## src/hdl/rsg_pkg.sv

```systemverilog
// Package for the stream group reverser: shared types and fixed constants.
// Depends on nothing; used by rsg_store and reverse_stream_in_groups.
package rsg_pkg;

    // Fixed field widths
    localparam int DATA_W = 32;
    localparam int GSZ_W  = 5;

    // Group size after reset
    localparam logic [GSZ_W-1:0] GSZ_RESET = 5'd3;

    // Sequencer states, one-hot
    typedef enum logic [1:0] {
        S_IDLE  = 2'b01,
        S_DRAIN = 2'b10
    } t_state;

    // Flags travelling alongside a buffer read
    typedef struct packed {
        logic list_done;
        logic run_last;
    } t_tag;

endpackage

```

## src/hdl/rsg_store.sv

```systemverilog
// Group buffer: one write port, one read port with registered read data.
// The read register holds while no read is issued, so it serves as the output stage.
// Depends on rsg_pkg.
module rsg_store #(
    parameter int MAX_GROUP = 16,
    parameter int AW        = 4
) (
    input  logic                      i_clk,
    input  logic                      i_wr_en,
    input  logic [AW-1:0]             i_wr_addr,
    input  logic [rsg_pkg::DATA_W-1:0] i_wr_data,
    input  logic                      i_rd_en,
    input  logic [AW-1:0]             i_rd_addr,
    input  rsg_pkg::t_tag             i_rd_tag,
    output logic [rsg_pkg::DATA_W-1:0] o_rd_data,
    output rsg_pkg::t_tag             o_rd_tag
);
    import rsg_pkg::*;

    logic [DATA_W-1:0] r_mem [MAX_GROUP];
    logic [DATA_W-1:0] r_rd_data;
    t_tag              r_rd_tag;

    // Write port
    always_ff @(posedge i_clk) begin
        if (i_wr_en) begin
            r_mem[i_wr_addr] <= i_wr_data;
        end
    end

    // Read port, data and flags registered together
    always_ff @(posedge i_clk) begin
        if (i_rd_en) begin
            r_rd_data <= r_mem[i_rd_addr];
            r_rd_tag  <= i_rd_tag;
        end
    end

    assign o_rd_data = r_rd_data;
    assign o_rd_tag  = r_rd_tag;

endmodule

```

## src/hdl/reverse_stream_in_groups.sv

```systemverilog
// Reverses a stream of signed 32-bit values in groups of group_size. Values are
// collected one per cycle into a MAX_GROUP-entry buffer memory; a full group is then
// read back newest first, one value per cycle while the output is not stalled, and a
// short group closed by end of list is read back in arrival order. Input is stalled
// while a group drains, so no new value is taken until the group has been read out.
// The output register lets the next list value be taken while the last result of a
// group still waits downstream.
// Depends on rsg_pkg and rsg_store.
module reverse_stream_in_groups #(
    parameter int MAX_GROUP = 16
) (
    input  logic                        i_clk,
    input  logic                        i_rst_n,
    // configuration write
    input  logic                        i_cfg_valid,
    output logic                        o_cfg_ready,
    input  logic [rsg_pkg::GSZ_W-1:0]   i_cfg_data,
    // input stream
    input  logic                        i_valid,
    output logic                        o_stall,
    input  logic signed [rsg_pkg::DATA_W-1:0] i_value,
    input  logic                        i_end_of_list,
    // result stream
    output logic                        o_valid,
    input  logic                        i_stall,
    output logic signed [rsg_pkg::DATA_W-1:0] o_out_value,
    output logic                        o_list_done,
    output logic                        o_run_last
);
    import rsg_pkg::*;

    localparam int AW = (MAX_GROUP > 1) ? $clog2(MAX_GROUP) : 1;
    localparam int CW = $clog2(MAX_GROUP + 1);
    localparam int KW = (CW > GSZ_W) ? CW : GSZ_W;
    localparam logic [KW-1:0] MAX_K = KW'(MAX_GROUP);
    localparam logic [CW-1:0] MAX_C = CW'(MAX_GROUP);

    t_state            r_state;
    logic [CW-1:0]     r_fill;
    logic [GSZ_W-1:0]  r_gsz;
    logic              r_out_vld;
    logic [AW-1:0]     r_addr;
    logic [CW-1:0]     r_rem;
    logic              r_rev;
    logic              r_eol;

    logic              in_acc;
    logic              rd_en;
    logic              wr_en;
    logic [KW-1:0]     gsz_ext;
    logic [KW-1:0]     eff_k;
    logic [CW-1:0]     n_cnt;
    logic              flush;
    logic [AW-1:0]     n_addr;
    t_tag              rd_tag;
    logic [DATA_W-1:0] rd_data;

    // Handshakes
    assign o_cfg_ready = 1'b1;
    assign o_stall     = (r_state != S_IDLE);
    assign in_acc      = i_valid && !o_stall;
    assign rd_en       = (r_state == S_DRAIN) && (!r_out_vld || !i_stall);

    // Effective group size: zero acts as one, large values saturate
    assign gsz_ext = KW'(r_gsz);
    always_comb begin
        if (r_gsz == '0) begin
            eff_k = KW'(1);
        end else if (gsz_ext > MAX_K) begin
            eff_k = MAX_K;
        end else begin
            eff_k = gsz_ext;
        end
    end

    // Count after this value is stored
    assign wr_en = in_acc && (r_fill < MAX_C);
    assign n_cnt = (r_fill < MAX_C) ? r_fill + CW'(1) : r_fill;
    assign flush = (KW'(n_cnt) >= eff_k) || i_end_of_list;

    // Flags for the value being read
    assign rd_tag.run_last  = (r_rem == CW'(1));
    assign rd_tag.list_done = (r_rem == CW'(1)) && r_eol;

    // Next read address along the drain direction
    assign n_addr = r_rev ? r_addr - AW'(1) : r_addr + AW'(1);

    // Control
    always_ff @(posedge i_clk) begin
        if (!i_rst_n) begin
            r_state   <= S_IDLE;
            r_fill    <= '0;
            r_gsz     <= GSZ_RESET;
            r_out_vld <= 1'b0;
        end else begin
            if (i_cfg_valid && o_cfg_ready) begin
                r_gsz <= i_cfg_data;
            end

            // output register occupancy
            if (rd_en) begin
                r_out_vld <= 1'b1;
            end else if (!i_stall) begin
                r_out_vld <= 1'b0;
            end

            case (r_state)
                S_IDLE: begin
                    if (in_acc) begin
                        if (flush) begin
                            r_fill  <= '0;
                            r_rem   <= n_cnt;
                            r_eol   <= i_end_of_list;
                            r_state <= S_DRAIN;
                            // full group newest first, short tail oldest first
                            if (KW'(n_cnt) >= eff_k) begin
                                r_rev  <= 1'b1;
                                r_addr <= AW'(n_cnt - CW'(1));
                            end else begin
                                r_rev  <= 1'b0;
                                r_addr <= '0;
                            end
                        end else begin
                            r_fill <= n_cnt;
                        end
                    end
                end
                S_DRAIN: begin
                    // entry was written in an earlier cycle: no forwarding needed
                    if (rd_en) begin
                        r_addr <= n_addr;
                        r_rem  <= r_rem - CW'(1);
                        if (r_rem == CW'(1)) begin
                            r_state <= S_IDLE;
                        end
                    end
                end
                default: begin
                    r_state <= S_IDLE;
                end
            endcase
        end
    end

    // Buffer memory with registered read, doubling as the result register
    rsg_store #(
        .MAX_GROUP (MAX_GROUP),
        .AW        (AW)
    ) u_store (
        .i_clk     (i_clk),
        .i_wr_en   (wr_en),
        .i_wr_addr (r_fill[AW-1:0]),
        .i_wr_data (i_value),
        .i_rd_en   (rd_en),
        .i_rd_addr (r_addr),
        .i_rd_tag  (rd_tag),
        .o_rd_data (rd_data),
        .o_rd_tag  ({o_list_done, o_run_last})
    );

    assign o_valid     = r_out_vld;
    assign o_out_value = rd_data;

endmodule
```

## config.mk

```make
export PLATFORM = sky130hd
export DESIGN_NAME = reverse_stream_in_groups
export DESIGN_NICKNAME = d
export VERILOG_FILES = /design/src/hdl/rsg_pkg.sv /design/src/hdl/rsg_store.sv /design/src/hdl/reverse_stream_in_groups.sv
export SDC_FILE = /design/constraint.sdc
export NUM_CORES = 1
export LEC_CHECK = 0
export ABC_AREA = 1
export BUFFER_PORTS_ARGS = -buffer_cell sky130_fd_sc_hd__buf_2
export CAP_MARGIN = 20
export CORE_MARGIN = 10
export CORE_UTILIZATION = 56
export CTS_CLUSTER_SIZE = 20
export DETAILED_ROUTE_END_ITERATION = 12
export GPL_TIMING_DRIVEN = 0
export PLACE_DENSITY = 0.76
export REMOVE_ABC_BUFFERS = 1
export SYNTH_ARGS = -nofsm -noshare
export SYNTH_HDL_FRONTEND = slang
export SYNTH_HIERARCHICAL = 1
export SYNTH_SLANG_ARGS = --single-unit
export TNS_END_PERCENT = 1
```

## constraint.sdc

```tcl
create_clock -name i_clk -period 2.7 [get_ports i_clk]
set_input_delay 0.135 -clock i_clk [delete_from_list [all_inputs] [get_ports i_clk]]
set_output_delay 0.135 -clock i_clk [all_outputs]
set_load 0.01 [all_outputs]
```

Word level (Yosys, flattened, before mapping)
Memory sizes are Yosys's and may differ from the RTL's. A register that Yosys moved wholly into a read port is not among the register bits.
Cells that the tools add are included.
{"block": "classes", "eq_ne": 9, "magnitude_cmp": 3, "add_sub_neg": 5, "n_reduce_logical": 15, "n_mux": 24}
{"operator": "$mux W5", "n": 7}
{"operator": "$mux W4", "n": 5}
{"operator": "$pmux W5 S2", "n": 1}
{"operator": "$mux W2", "n": 4}
{"operator": "$pmux W4 S2", "n": 1}
{"operator": "$reduce_and A4 Y1", "n": 2}
{"operator": "$sub A4 B1 Y4 const B", "n": 2}
{"operator": "$ne A2 B1 Y1 const B", "n": 3}
{"operator": "$ne A2 B2 Y1 const B", "n": 3}
{"operator": "$add A5 B1 Y5 const B", "n": 1}
{"operator": "$eq A5 B1 Y1 const B", "n": 1}
{"operator": "$ge A5 B5 Y1", "n": 1}
{"operator": "$gt A5 B5 Y1 const B", "n": 1}
{"operator": "$logic_not A5 Y1", "n": 1}
{"operator": "$lt A5 B5 Y1 const B", "n": 1}
{"operator": "$mux W1", "n": 5}
{"operator": "$reduce_and A5 Y1", "n": 1}
{"operator": "$sub A5 B1 Y5 const B", "n": 1}
{"operator": "$add A4 B1 Y4 const B", "n": 1}
{"operator": "$logic_and A1 B1 Y1", "n": 4}
{"operator": "$pmux W2 S2", "n": 1}
{"operator": "$logic_not A1 Y1", "n": 3}
{"operator": "$eq A2 B1 Y1 const B", "n": 1}
{"operator": "$eq A2 B2 Y1 const B", "n": 1}
{"operator": "other kinds (3)", "n": 4}
{"block": "word_totals", "output_inout_bits": 37, "memories": 1, "inputBits": 43, "reg_bits": 26, "elab_cells": 67, "ram_bits": 512}
{"memory": "u_store.r_mem", "depth": 16, "word_bits": 32, "rd": 1, "rd_clocked_by_memory_dff": 1, "wr": 1, "line": "rsg_store.sv:20", "text": "logic [DATA_W-1:0] r_mem [MAX_GROUP];"}

Depth between registers and ports, before layout
Gate-level depths: netlist of the first run.
{"block": "depth", "word_depth": 8, "depth_mapped": 13, "ltp_nobuf": 13}

Modules after synthesis
The synthesis of the first run kept the hierarchy.
{"mod": "rsg_store", "instances": 1, "area_each_um2": 23110.9, "seq_area_each_um2": 16395.7, "cells_each": 2122}
{"mod": "reverse_stream_in_groups", "instances": 1, "area_each_um2": 1497.7, "seq_area_each_um2": 590.6, "cells_each": 197}

Worst setup path after synthesis of the first run
Ideal clock, no wire load.
{"block": "synth_path", "kind": "reg-to-reg", "from": "register r_state[0]", "to": "memory u_store.r_mem[12][0] (enable)", "setup_ns": 0.421, "n_path_buf": 0, "path_stages_with_launch": 7, "period_less_slack_ns": 2.864, "required_ns": 2.279, "arrival_time_ns": 2.443, "path_slack_ns": -0.164, "cell_sequence": "dfxtp_1 -> inv_2 -> nor2_2 -> inv_2 -> nor3_1 -> nand3_1 -> nor2_1"}
{"block": "synth_via", "elab_chain_len": 6}
{"item": "from (decl)", "line": "reverse_stream_in_groups.sv:38", "text": "t_state r_state;"}
{"item": "from (signal assigned)", "line": "reverse_stream_in_groups.sv:91", "text": "r_state <= S_IDLE;"}
{"item": "from (signal assigned)", "line": "reverse_stream_in_groups.sv:114", "text": "r_state <= S_DRAIN;"}
{"item": "from (signal assigned)", "line": "reverse_stream_in_groups.sv:134", "text": "r_state <= S_IDLE;"}
{"item": "$ne A2 B1 Y1", "line": "reverse_stream_in_groups.sv:60", "text": "assign o_stall = (r_state != S_IDLE);"}
{"item": "named net o_stall", "line": "reverse_stream_in_groups.sv:20", "text": "output logic o_stall,"}
{"item": "$logic_not A1 Y1", "line": "reverse_stream_in_groups.sv:61", "text": "assign in_acc = i_valid && !o_stall;"}
{"item": "$logic_and A1 B1 Y1", "line": "reverse_stream_in_groups.sv:61"}
{"item": "$logic_and A1 B1 Y1", "line": "reverse_stream_in_groups.sv:77", "text": "assign wr_en = in_acc && (r_fill < MAX_C);"}
{"item": "named net wr_en", "line": "reverse_stream_in_groups.sv:49", "text": "logic wr_en;"}
{"item": "$mux W1", "line": "rsg_store.sv:26", "text": "if (i_wr_en) begin"}
{"item": "$mux W1 (implied by the code)", "line": "rsg_store.sv:27", "text": "r_mem[i_wr_addr] <= i_wr_data;"}
{"item": "to (decl)", "line": "rsg_store.sv:20"}
The timed path passes the listed nets, and every way through them passes these cells.

Worst setup path after layout of the first run
{"block": "layout_path", "from": "register r_state[0]", "to": "memory u_store.r_mem[5][20] (enable)"}
{"block": "layout_via", "elab_chain_len": 6}
{"item": "$ne A2 B1 Y1", "line": "reverse_stream_in_groups.sv:60"}
{"item": "$logic_not A1 Y1", "line": "reverse_stream_in_groups.sv:61"}
{"item": "$logic_and A1 B1 Y1", "line": "reverse_stream_in_groups.sv:61"}
{"item": "$logic_and A1 B1 Y1", "line": "reverse_stream_in_groups.sv:77"}
{"item": "named net wr_en", "line": "reverse_stream_in_groups.sv:49"}
{"item": "$mux W1", "line": "rsg_store.sv:26"}
{"item": "$mux W1 (implied by the code)", "line": "rsg_store.sv:27"}
The timed path passes the listed nets, and every way through them passes these cells.

==> flow_summary.yaml, run 1 <==
run_status:
  status: "completed"
clock_tree:
  numCtsBuffers: 56
  clk-insertion-delay-late_ns: 0.62
  cts_tree: "done"
  cts-root-buf: "clkbuf_16"
  htreeDepth: 2
  clk_pin_slew_ns: 0.06
  clock-sinks: 570
  cts.path.max_buffers: 3
setup_path:
  r2r_start: "r_state[0]"
  cp_max_fo: 17
  cp-end-kind: "register"
  r2r_cells: 7
  cp.arrival_ns: 2.92
  rrSetupSlack_ns: 0.08
  r2r_end: "u_store/r_mem[5][20]"
  required_ns: 3.01
  endpoint: "u_store/r_mem[5][20]"
  path_class: "register to register"
  critPathLaunch: "r_state[0]"
  start_kind: "register"
routing:
  drc: 0
  drtPass1Iterations: 5
  vias: 16813
  wl_microns: 58840
  drtIter0Drc: 1993
  viasPerCell: 5.461
  ant_nets: 0
  wire_per_inst_microns: 19.11
placed_design:
  hpwl_microns: 33210
  dp.cells: 2919
  gp_congestion: 0.7803
  numPortBuffers: 78
  place_ws_ns: -0.5440
  place_area_sq_um: 26200
cells_and_area:
  nFillCells: 2972
  area_growth_pct: 16.30
  final_common_cell: "nand2_1"
  regArea_sq_um: 16990
  fin_cells: 3079
  postLayoutCellArea_sq_um: 28620
  final_util_pct: 66.15
  drive_above_1_share_pct: 9.787
  layout_common_cells: "nand2_1 (722), edfxtp_1 (557), inv_1 (413)"
  multi_input_area_sq_um: 5459
  nNetsFinal: 2501
floorplanning:
  rows: 76
  io_pins: 80
  die_area_sq_um: 52730
  core_area_sq_um: 43270
  initial_core_util_pct: 56.88
  die_w_microns: 229.6
  die_h_microns: 229.6
sta:
  max_freq_ghz: 0.3822
  finalMaxSlewViolations: 0
  period_minus_slack_ns: 2.617
  worstMarginPinSlew_ns: 0.9951
  worst_slack_ns: 0.08326
  rsz0062_at_grt: "yes"
  period_share_pct: 96.92
  skew_ns: 0.01586
  setup_viol: 0
  hold_viol: 0
  relSlewSlack_pct: 33.50
logic_synthesis:
  synth_async_sr_flop_share_pct: 0
  synth_edf_count: 557
  syn_avg_cell_area_sq_um: 10.61
  synth_cells: 2319
  syn-cell-area_sq_um: 24610
  ys_types: 29
  ys_ff_latch: 570
  synth_ff_type: "edfxtp_1"
  yosysWarnings: 6
  seq_area_frac_synth_pct: 69.03
run:
  maxCapViolCount: 0
global_route:
  grt.total_usage_pct: 21.88
  grt_pass1_vias: 16594
  gr-total-overflow: 0
  grt_antenna_before_repair: 1
  grt_max_degree: 138
  grt_pass1_wl_microns: 90130
power:
  power_density_nw_per_um2: 908.9
  max-vdd-ir-drop_mv: 0.7919
  p_leak_nw: 12.12
hold_path:
  holdCritStartpoint: "i_valid"
  hp-class: "primary input to register"
synthesized netlist by cell type, types with 4 or more instances:
cell type  number  area share (%)
buf_2          41            0.83
buf_4           8            0.24
xor2_1          4            0.14
nand2_1       722              11
edfxtp_1      557              68
a21oi_1        15            0.31
inv_2           5           0.076
clkbuf_1       16            0.24
nor2_1         30            0.46
o21ai_0        15            0.31
buf_6          29             1.3
nand3_1       400             8.1
ha_1           11            0.56
dfxtp_1        13             1.1
inv_1         415             6.3
buf_1          14            0.21
stage by stage:
step                      power, W  setup TNS (ns)  hold WS, ns
after global routing       0.02720         -0.1580      0.06362
after floorplan            0.01538         -246.01       0.2038
after global placement     0.01632        -1510.56       0.3310
after CTS                  0.02600               0     0.003499
final                      0.02601               0      0.05726
after detailed placement   0.01816          -13.05       0.3328
critical path: stages (launching register included):
cell and delay (ns):
dfxtp_1 0.35, inv_2 0.05, nor2_2 0.15, inv_2 0.08, nor3_2 0.25, nand3b_1 0.39, nor2_4 0.76, buf_12 0.27
registers in the layout, summed over array words and instances (netlist names):
signal	count
u_store/r_mem	512
u_store/o_rd_data	32
gsz_ext	5
r_fill	5
r_rem	5
r_addr	4
r_state	2
u_store/o_rd_tag	2
o_valid	1
r_eol	1
r_rev	1
kinds of logic (layout without fill, tap and decap cells):
family                     count (synthesis)  after routing  share of synthesized area (%)
and+or+nand+nor                         1165           1165                          19.94
DFF                                      570            570                          69.03
buffers and inverters                    530            704                          9.376
AOI/OAI and AO/OA                         34             34                         0.7220
adders and majority gates                 12             12                         0.6406
xor gates and xnor gates                   7              7                         0.2797
other                                      1              2                        0.01524
power breakdown:
part | internal, W | switching, W | total [W]
Sequential | 0.0105 | 0.000288 | 0.0108
Combinational | 0.00258 | 0.00490 | 0.00748
Clock | 0.00454 | 0.00321 | 0.00775
Total | 0.0176 | 0.00840 | 0.0260
per-layer routing:
metal  GRT usage, %  up-vias  routed length (microns)
li1               -     7806                        -
met1          27.72     8022                    22700
met2          37.00      832                    29100
met3          3.313      153                     5038
met4          9.125        0                     1999
met5              0        -                        0
how the worst min path moves through the flow:
stage,to,cells after the start
after floorplan,r_state[0],1
after global placement,r_eol,1
after detailed placement,r_eol,1
after CTS,r_fill[3],4
after global routing,r_fill[2],4
final,r_fill[3],4
final cells by class:
class                      instances  area share [%]
sequential                       570           59.36
multi-input combinational       1219           19.07
timing repair buffer             178           6.899
inverter                         421           5.666
clock buffer                      73           5.303
tap                              585           2.557
clock inverter                    32           1.137
antenna                            1        0.008744
what timing repair did:
item	CTS	global route
setup endpoints to repair	187	30
gates resized for setup	5	4
buffers inserted	2	1
endpoints found under the hold margin	526	0
hold buffers	51	0
No activity file was read; power rests on OpenSTA's default activity.
==> run 2, diff against run 1 <==
CORE_UTILIZATION = 62   (was 56)
CTS_CLUSTER_SIZE = 10   (was 20)
PLACE_DENSITY = 0.8   (was 0.76)
clock period = 2.5 ns   (was 2.7 ns; I/O delays follow)
==> run 2 against run 1 <==
- the flow now finishes with violations (negative setup slack)
- clock power is 10% higher
- combinational power is 10% higher
- clock skew rose by 0.013 ns
- maximum frequency increased by 2.4%
- sequential share of layout area barely moved
- largest cell class unchanged
- largest power group unchanged
==> flow_summary.yaml, run 2 (synthesis results as in run 1) <==
clock_tree:
  htreeDepth: 3
  cts_tree: "done"
  clk-insertion-delay-late_ns: 0.59
  cts-root-buf: "clkbuf_16"
  cts.path.max_buffers: 3
  clk_pin_slew_ns: 0.06
  numCtsBuffers: 67
  clock-sinks: 570
sta:
  finalMaxSlewViolations: 0
  period_share_pct: 102.2
  holdWs_ns: 0.08424
  relSlewSlack_pct: 30.23
  period_minus_slack_ns: 2.555
  worstMarginPinSlew_ns: 1.045
  rsz0062_at_grt: "yes"
  setup_viol: 67
  max_freq_ghz: 0.3914
  worst_slack_ns: -0.05473
  hold_viol: 0
  skew_ns: 0.02912
setup_path:
  max_stage_delay_ns: 0.71
  cp.arrival_ns: 2.82
  path_buf_inv: 3
  r2r_end: "u_store/r_mem[8][29]"
  endpoint: "u_store/r_mem[8][29]"
  path_class: "register to register"
  start_kind: "register"
  cp_max_fo: 18
  worstSetupPathDepth: 7
  critical_path.top_delay_family: "simple AND/OR/NAND/NOR gates"
  r2r_start: "r_state[0]"
  rrSetupSlack_ns: -0.05
  critPathLaunch: "r_state[0]"
  slowest_stage: "nor2_4"
  cp-end-kind: "register"
  r2r_cells: 7
  required_ns: 2.77
  crit_path_cell_trace: "inv_2 -> nor2_4 -> inv_2 -> nor3_4 -> nand3b_1 -> nor2_4 -> buf_12"
global_route:
  grt_antenna_before_repair: 1
  grt.total_usage_pct: 25.40
  grt_pass1_vias: 17469
  grt_pass1_wl_microns: 93800
  gr-total-overflow: 0
  grt_max_degree: 91
routing:
  vias: 17330
  wire_per_inst_microns: 20.48
  drtIter0Drc: 2173
  ant_nets: 0
  drtPass1Iterations: 6
  viasPerCell: 5.786
  drc: 0
  wl_microns: 61350
cells_and_area:
  layout_common_cells: "nand2_1 (721), edfxtp_1 (557), inv_1 (413)"
  largest_register_ffs: 512
  nFillCells: 2296
  nNetsFinal: 2511
  multi_input_area_sq_um: 5498
  regArea_sq_um: 16990
  area_growth_pct: 16.31
  drive_above_1_share_pct: 9.935
  final_common_cell: "nand2_1"
  regMostFlops: "u_store/r_mem"
power:
  max-vdd-ir-drop_mv: 0.7415
  power_density_nw_per_um2: 994.9
  p_leak_nw: 12.15
placed_design:
  hpwl_microns: 32700
  gp_congestion: 0.7827
  numPortBuffers: 78
  place_ws_ns: -0.5205
floorplanning:
  die_area_sq_um: 48060
  die_w_microns: 219.2
  die_h_microns: 219.2
  core_area_sq_um: 38920
  io_pins: 80
  initial_core_util_pct: 63.23
  rows: 72
run:
  maxCapViolCount: 0
run_status:
  status: "finished, violations left"
  violations: "negative setup slack"
hold_path:
  hp-class: "primary input to register"
-- run 2: worst register-to-register path: cells and delay by family (launching register included) --
| family | cells | cell delay (ns) |
|---|---|---|
| buffers and inverters | 3 | 0.42 |
| DFF | 1 | 0.34 |
| and+or+nand+nor | 4 | 1.45 |
-- run 2: power by group --
| group | leakage [nW] | internal (W) | switching, W |
|---|---|---|---|
| Combinational | 6.11 | 0.00279 | 0.00546 |
| Clock | 0.905 | 0.00503 | 0.00351 |
| Sequential | 5.13 | 0.0114 | 0.000328 |
-- run 2: through the flow --
stage / std cells / instance area (sq um) / util [%] / total power, W / setup TNS, ns
2_1_floorplan: 2210 / 23880 / - / 0.01646 / -355.63
3_3_place_gp: 2806 / 24920 / 64.04 / 0.01735 / -1526.23
3_5_place_dp: 2849 / 26100 / 67.07 / 0.01957 / -90.95
4_1_cts: 2993 / 28570 / 73.41 / 0.02834 / -2.778
5_1_grt: 2995 / 28620 / 73.55 / 0.02964 / -4.661
6_report: 2995 / 28620 / 73.55 / 0.02848 / -1.496
-- run 2: area by class of cell --
class / instances / area share (%)
antenna: 1 / 0.008743
clock buffer: 81 / 6.151
clock inverter: 8 / 0.3279
inverter: 421 / 5.604
multi-input combinational: 1219 / 19.21
sequential: 570 / 59.37
tap: 518 / 2.264
timing repair buffer: 177 / 7.064
-- run 2: how the worst min path moves through the flow --
stage	start	to	slack, ns	depth (start not counted)
6_report	i_valid	r_fill[1]	0.08	4
3_5_place_dp	i_end_of_list	r_eol	0.33	1
4_1_cts	i_valid	r_fill[1]	0.04	4
2_1_floorplan	i_rst_n	r_state[0]	0.19	1
5_1_grt	i_valid	r_fill[0]	0.12	4
3_3_place_gp	i_end_of_list	r_eol	0.33	1
-- run 2: routing by layer --
metal	vias to the layer above	GRT usage, %	part of all wire (%)
li1	7784	-	-
met1	8148	30.11	35
met2	1153	42.80	49
met3	245	5.488	12
met4	0	13.65	4.3
met5	-	0	0
-- run 2: what timing repair did --
item	4_1_cts	5_1_grt
setup buffers	3	1
hold endpoints to repair	526	0
resized for setup	7	13
hold buffers	51	0
gates cloned	1	0
endpoints found under the setup margin	477	245
pin swaps	1	8
==> run 3, diff against run 2 <==
==> constraint.sdc (replaced) <==
create_clock -name i_clk -period 2.5 [get_ports i_clk]
set_input_delay 0.375 -clock i_clk [delete_from_list [all_inputs] [get_ports i_clk]]
set_output_delay 0.375 -clock i_clk [all_outputs]
set_load 0.01 [all_outputs]
==> run 3 against run 2 <==
- largest power group unchanged
- largest cell class unchanged
- sequential cell count unchanged
- combinational power decreased by 1%
- critical endpoint unchanged
- the flow still finishes with violations (negative setup slack)
- highest routed layer is now met5
- maximum frequency increased by 2.0%
- clock power about the same
==> flow_summary.yaml, run 3 (synthesis results as in run 1) <==
routing:
  wl_met2_microns: 29570
  wire_per_inst_microns: 20.50
  viasPerCell: 5.790
  highest_layer: "met5"
  drtIter0Drc: 2201
  wl_microns: 60450
  vias: 17075
  met1_length_microns: 21400
  ant_nets: 0
  drc: 0
  wl_met3_microns: 6853
  drtPass1Iterations: 6
setup_path:
  required_ns: 2.76
  max_stage_delay_ns: 0.69
  path_class: "register to register"
  r2r_end: "u_store/r_mem[8][29]"
  endpoint: "u_store/r_mem[8][29]"
  slowest_stage: "nor2_4"
  cp-end-kind: "register"
  r2r_start: "r_state[0]"
  critPathLaunch: "r_state[0]"
  cp_max_fo: 18
  start_kind: "register"
  rrSetupSlack_ns: -0.005
  r2r_cells: 7
  crit_path_cell_trace: "inv_2 -> nor2_4 -> inv_2 -> nor3_4 -> nand3b_1 -> nor2_4 -> buf_12"
  cp.arrival_ns: 2.77
sta:
  period_share_pct: 100.2
  setup_viol: 7
  rsz0062_at_grt: "yes"
  worst_slack_ns: -0.004524
  period_minus_slack_ns: 2.505
  relSlewSlack_pct: 30.40
  holdWs_ns: 0.03639
  skew_ns: 0.02730
  finalMaxSlewViolations: 0
  max_freq_ghz: 0.3993
  worstMarginPinSlew_ns: 1.042
  hold_viol: 0
power:
  p_leak_nw: 11.94
  max-vdd-ir-drop_mv: 0.7888
  power_density_nw_per_um2: 1008
run_status:
  status: "finished, violations left"
  violations: "negative setup slack"
floorplanning:
  initial_core_util_pct: 63.23
  die_h_microns: 219.2
  io_pins: 80
  rows: 72
  die_w_microns: 219.2
  core_area_sq_um: 38920
  die_area_sq_um: 48060
global_route:
  grt_pass1_wl_microns: 91960
  grt_pass1_vias: 17154
  grt_antenna_before_repair: 2
  grt_max_degree: 91
  gr-total-overflow: 0
  grt.total_usage_pct: 24.93
cells_and_area:
  largest_register_ffs: 512
  nNetsFinal: 2464
  drive_above_1_share_pct: 10.09
  regMostFlops: "u_store/r_mem"
  postLayoutCellArea_sq_um: 28150
  area_growth_pct: 14.40
  layout_common_cells: "nand2_1 (722), edfxtp_1 (557), inv_1 (413)"
  final_common_cell: "nand2_1"
placed_design:
  gp_congestion: 0.7827
  place_area_sq_um: 26100
  numPortBuffers: 78
  hpwl_microns: 32700
clock_tree:
  cts_tree: "done"
  cts.path.max_buffers: 3
  clk_pin_slew_ns: 0.06
  clk-insertion-delay-late_ns: 0.59
  numCtsBuffers: 67
  htreeDepth: 3
  clock-sinks: 570
  cts-root-buf: "clkbuf_16"
hold_path:
  hold_depth: 3
  hp-class: "primary input to register"
  holdCritStartpoint: "i_cfg_data[3]"
run:
  maxCapViolCount: 0
-- run 3: layout make-up --
type	count	area [sq um]
sequential	570	16990
fill	2352	10770
multi-input combinational	1219	5495
clock buffer	81	1760
inverter	421	1604
timing repair buffer	130	1551
tap	518	648.1
clock inverter	8	93.84
antenna	2	5.005
-- run 3: what timing repair did --
item / in CTS / in global routing
hold buffers: 4 / 0
gates cloned: 1 / 0
setup buffers: 3 / 1
endpoints found under the hold margin: 4 / 0
pin swaps: 1 / 7
endpoints found under the setup margin: 477 / 210
gates resized for setup: 7 / 12
-- run 3: worst min path at each step --
stage	end	slack, ns
CTS	gsz_ext[3]	0.01
detailed placement	o_valid	0.49
floorplan	r_state[0]	0.44
global placement	o_valid	0.47
finish	gsz_ext[3]	0.04
global route	gsz_ext[3]	0.06
-- run 3: stage by stage --
step	setup TNS, ns	utilization (%)	instances	setup slack, ns	total power (W)
after floorplan	-355.63	-	2210	-5.122	0.01646
after global placement	-1526.23	64.04	2806	-11.01	0.01735
after detailed placement	-90.95	67.07	2849	-0.5205	0.01957
after CTS	-2.778	72.20	2946	-0.08655	0.02828
after global routing	-3.364	72.33	2948	-0.07993	0.02955
final	-0.01352	72.34	2949	-0.004524	0.02838
-- run 3: worst max-delay path: cells and delay by family, from the launching register on --
kind,cells,cell delay (ns)
flip-flops,1,0.34
AND/OR/NAND/NOR,4,1.41
buffers and inverters,3,0.40
-- run 3: where the power goes --
part	total (W)	internal [W]	switching [W]
clock	0.00853	0.00503	0.00351
combinational	0.00816	0.00274	0.00541
sequential	0.0117	0.0114	0.000329
-- run 3: layer usage --
layer,vias to the layer above,global-route usage [%]
li1,7695,-
met1,8035,29.73
met2,1106,42.13
met3,237,5.048
met4,2,13.31
met5,-,0
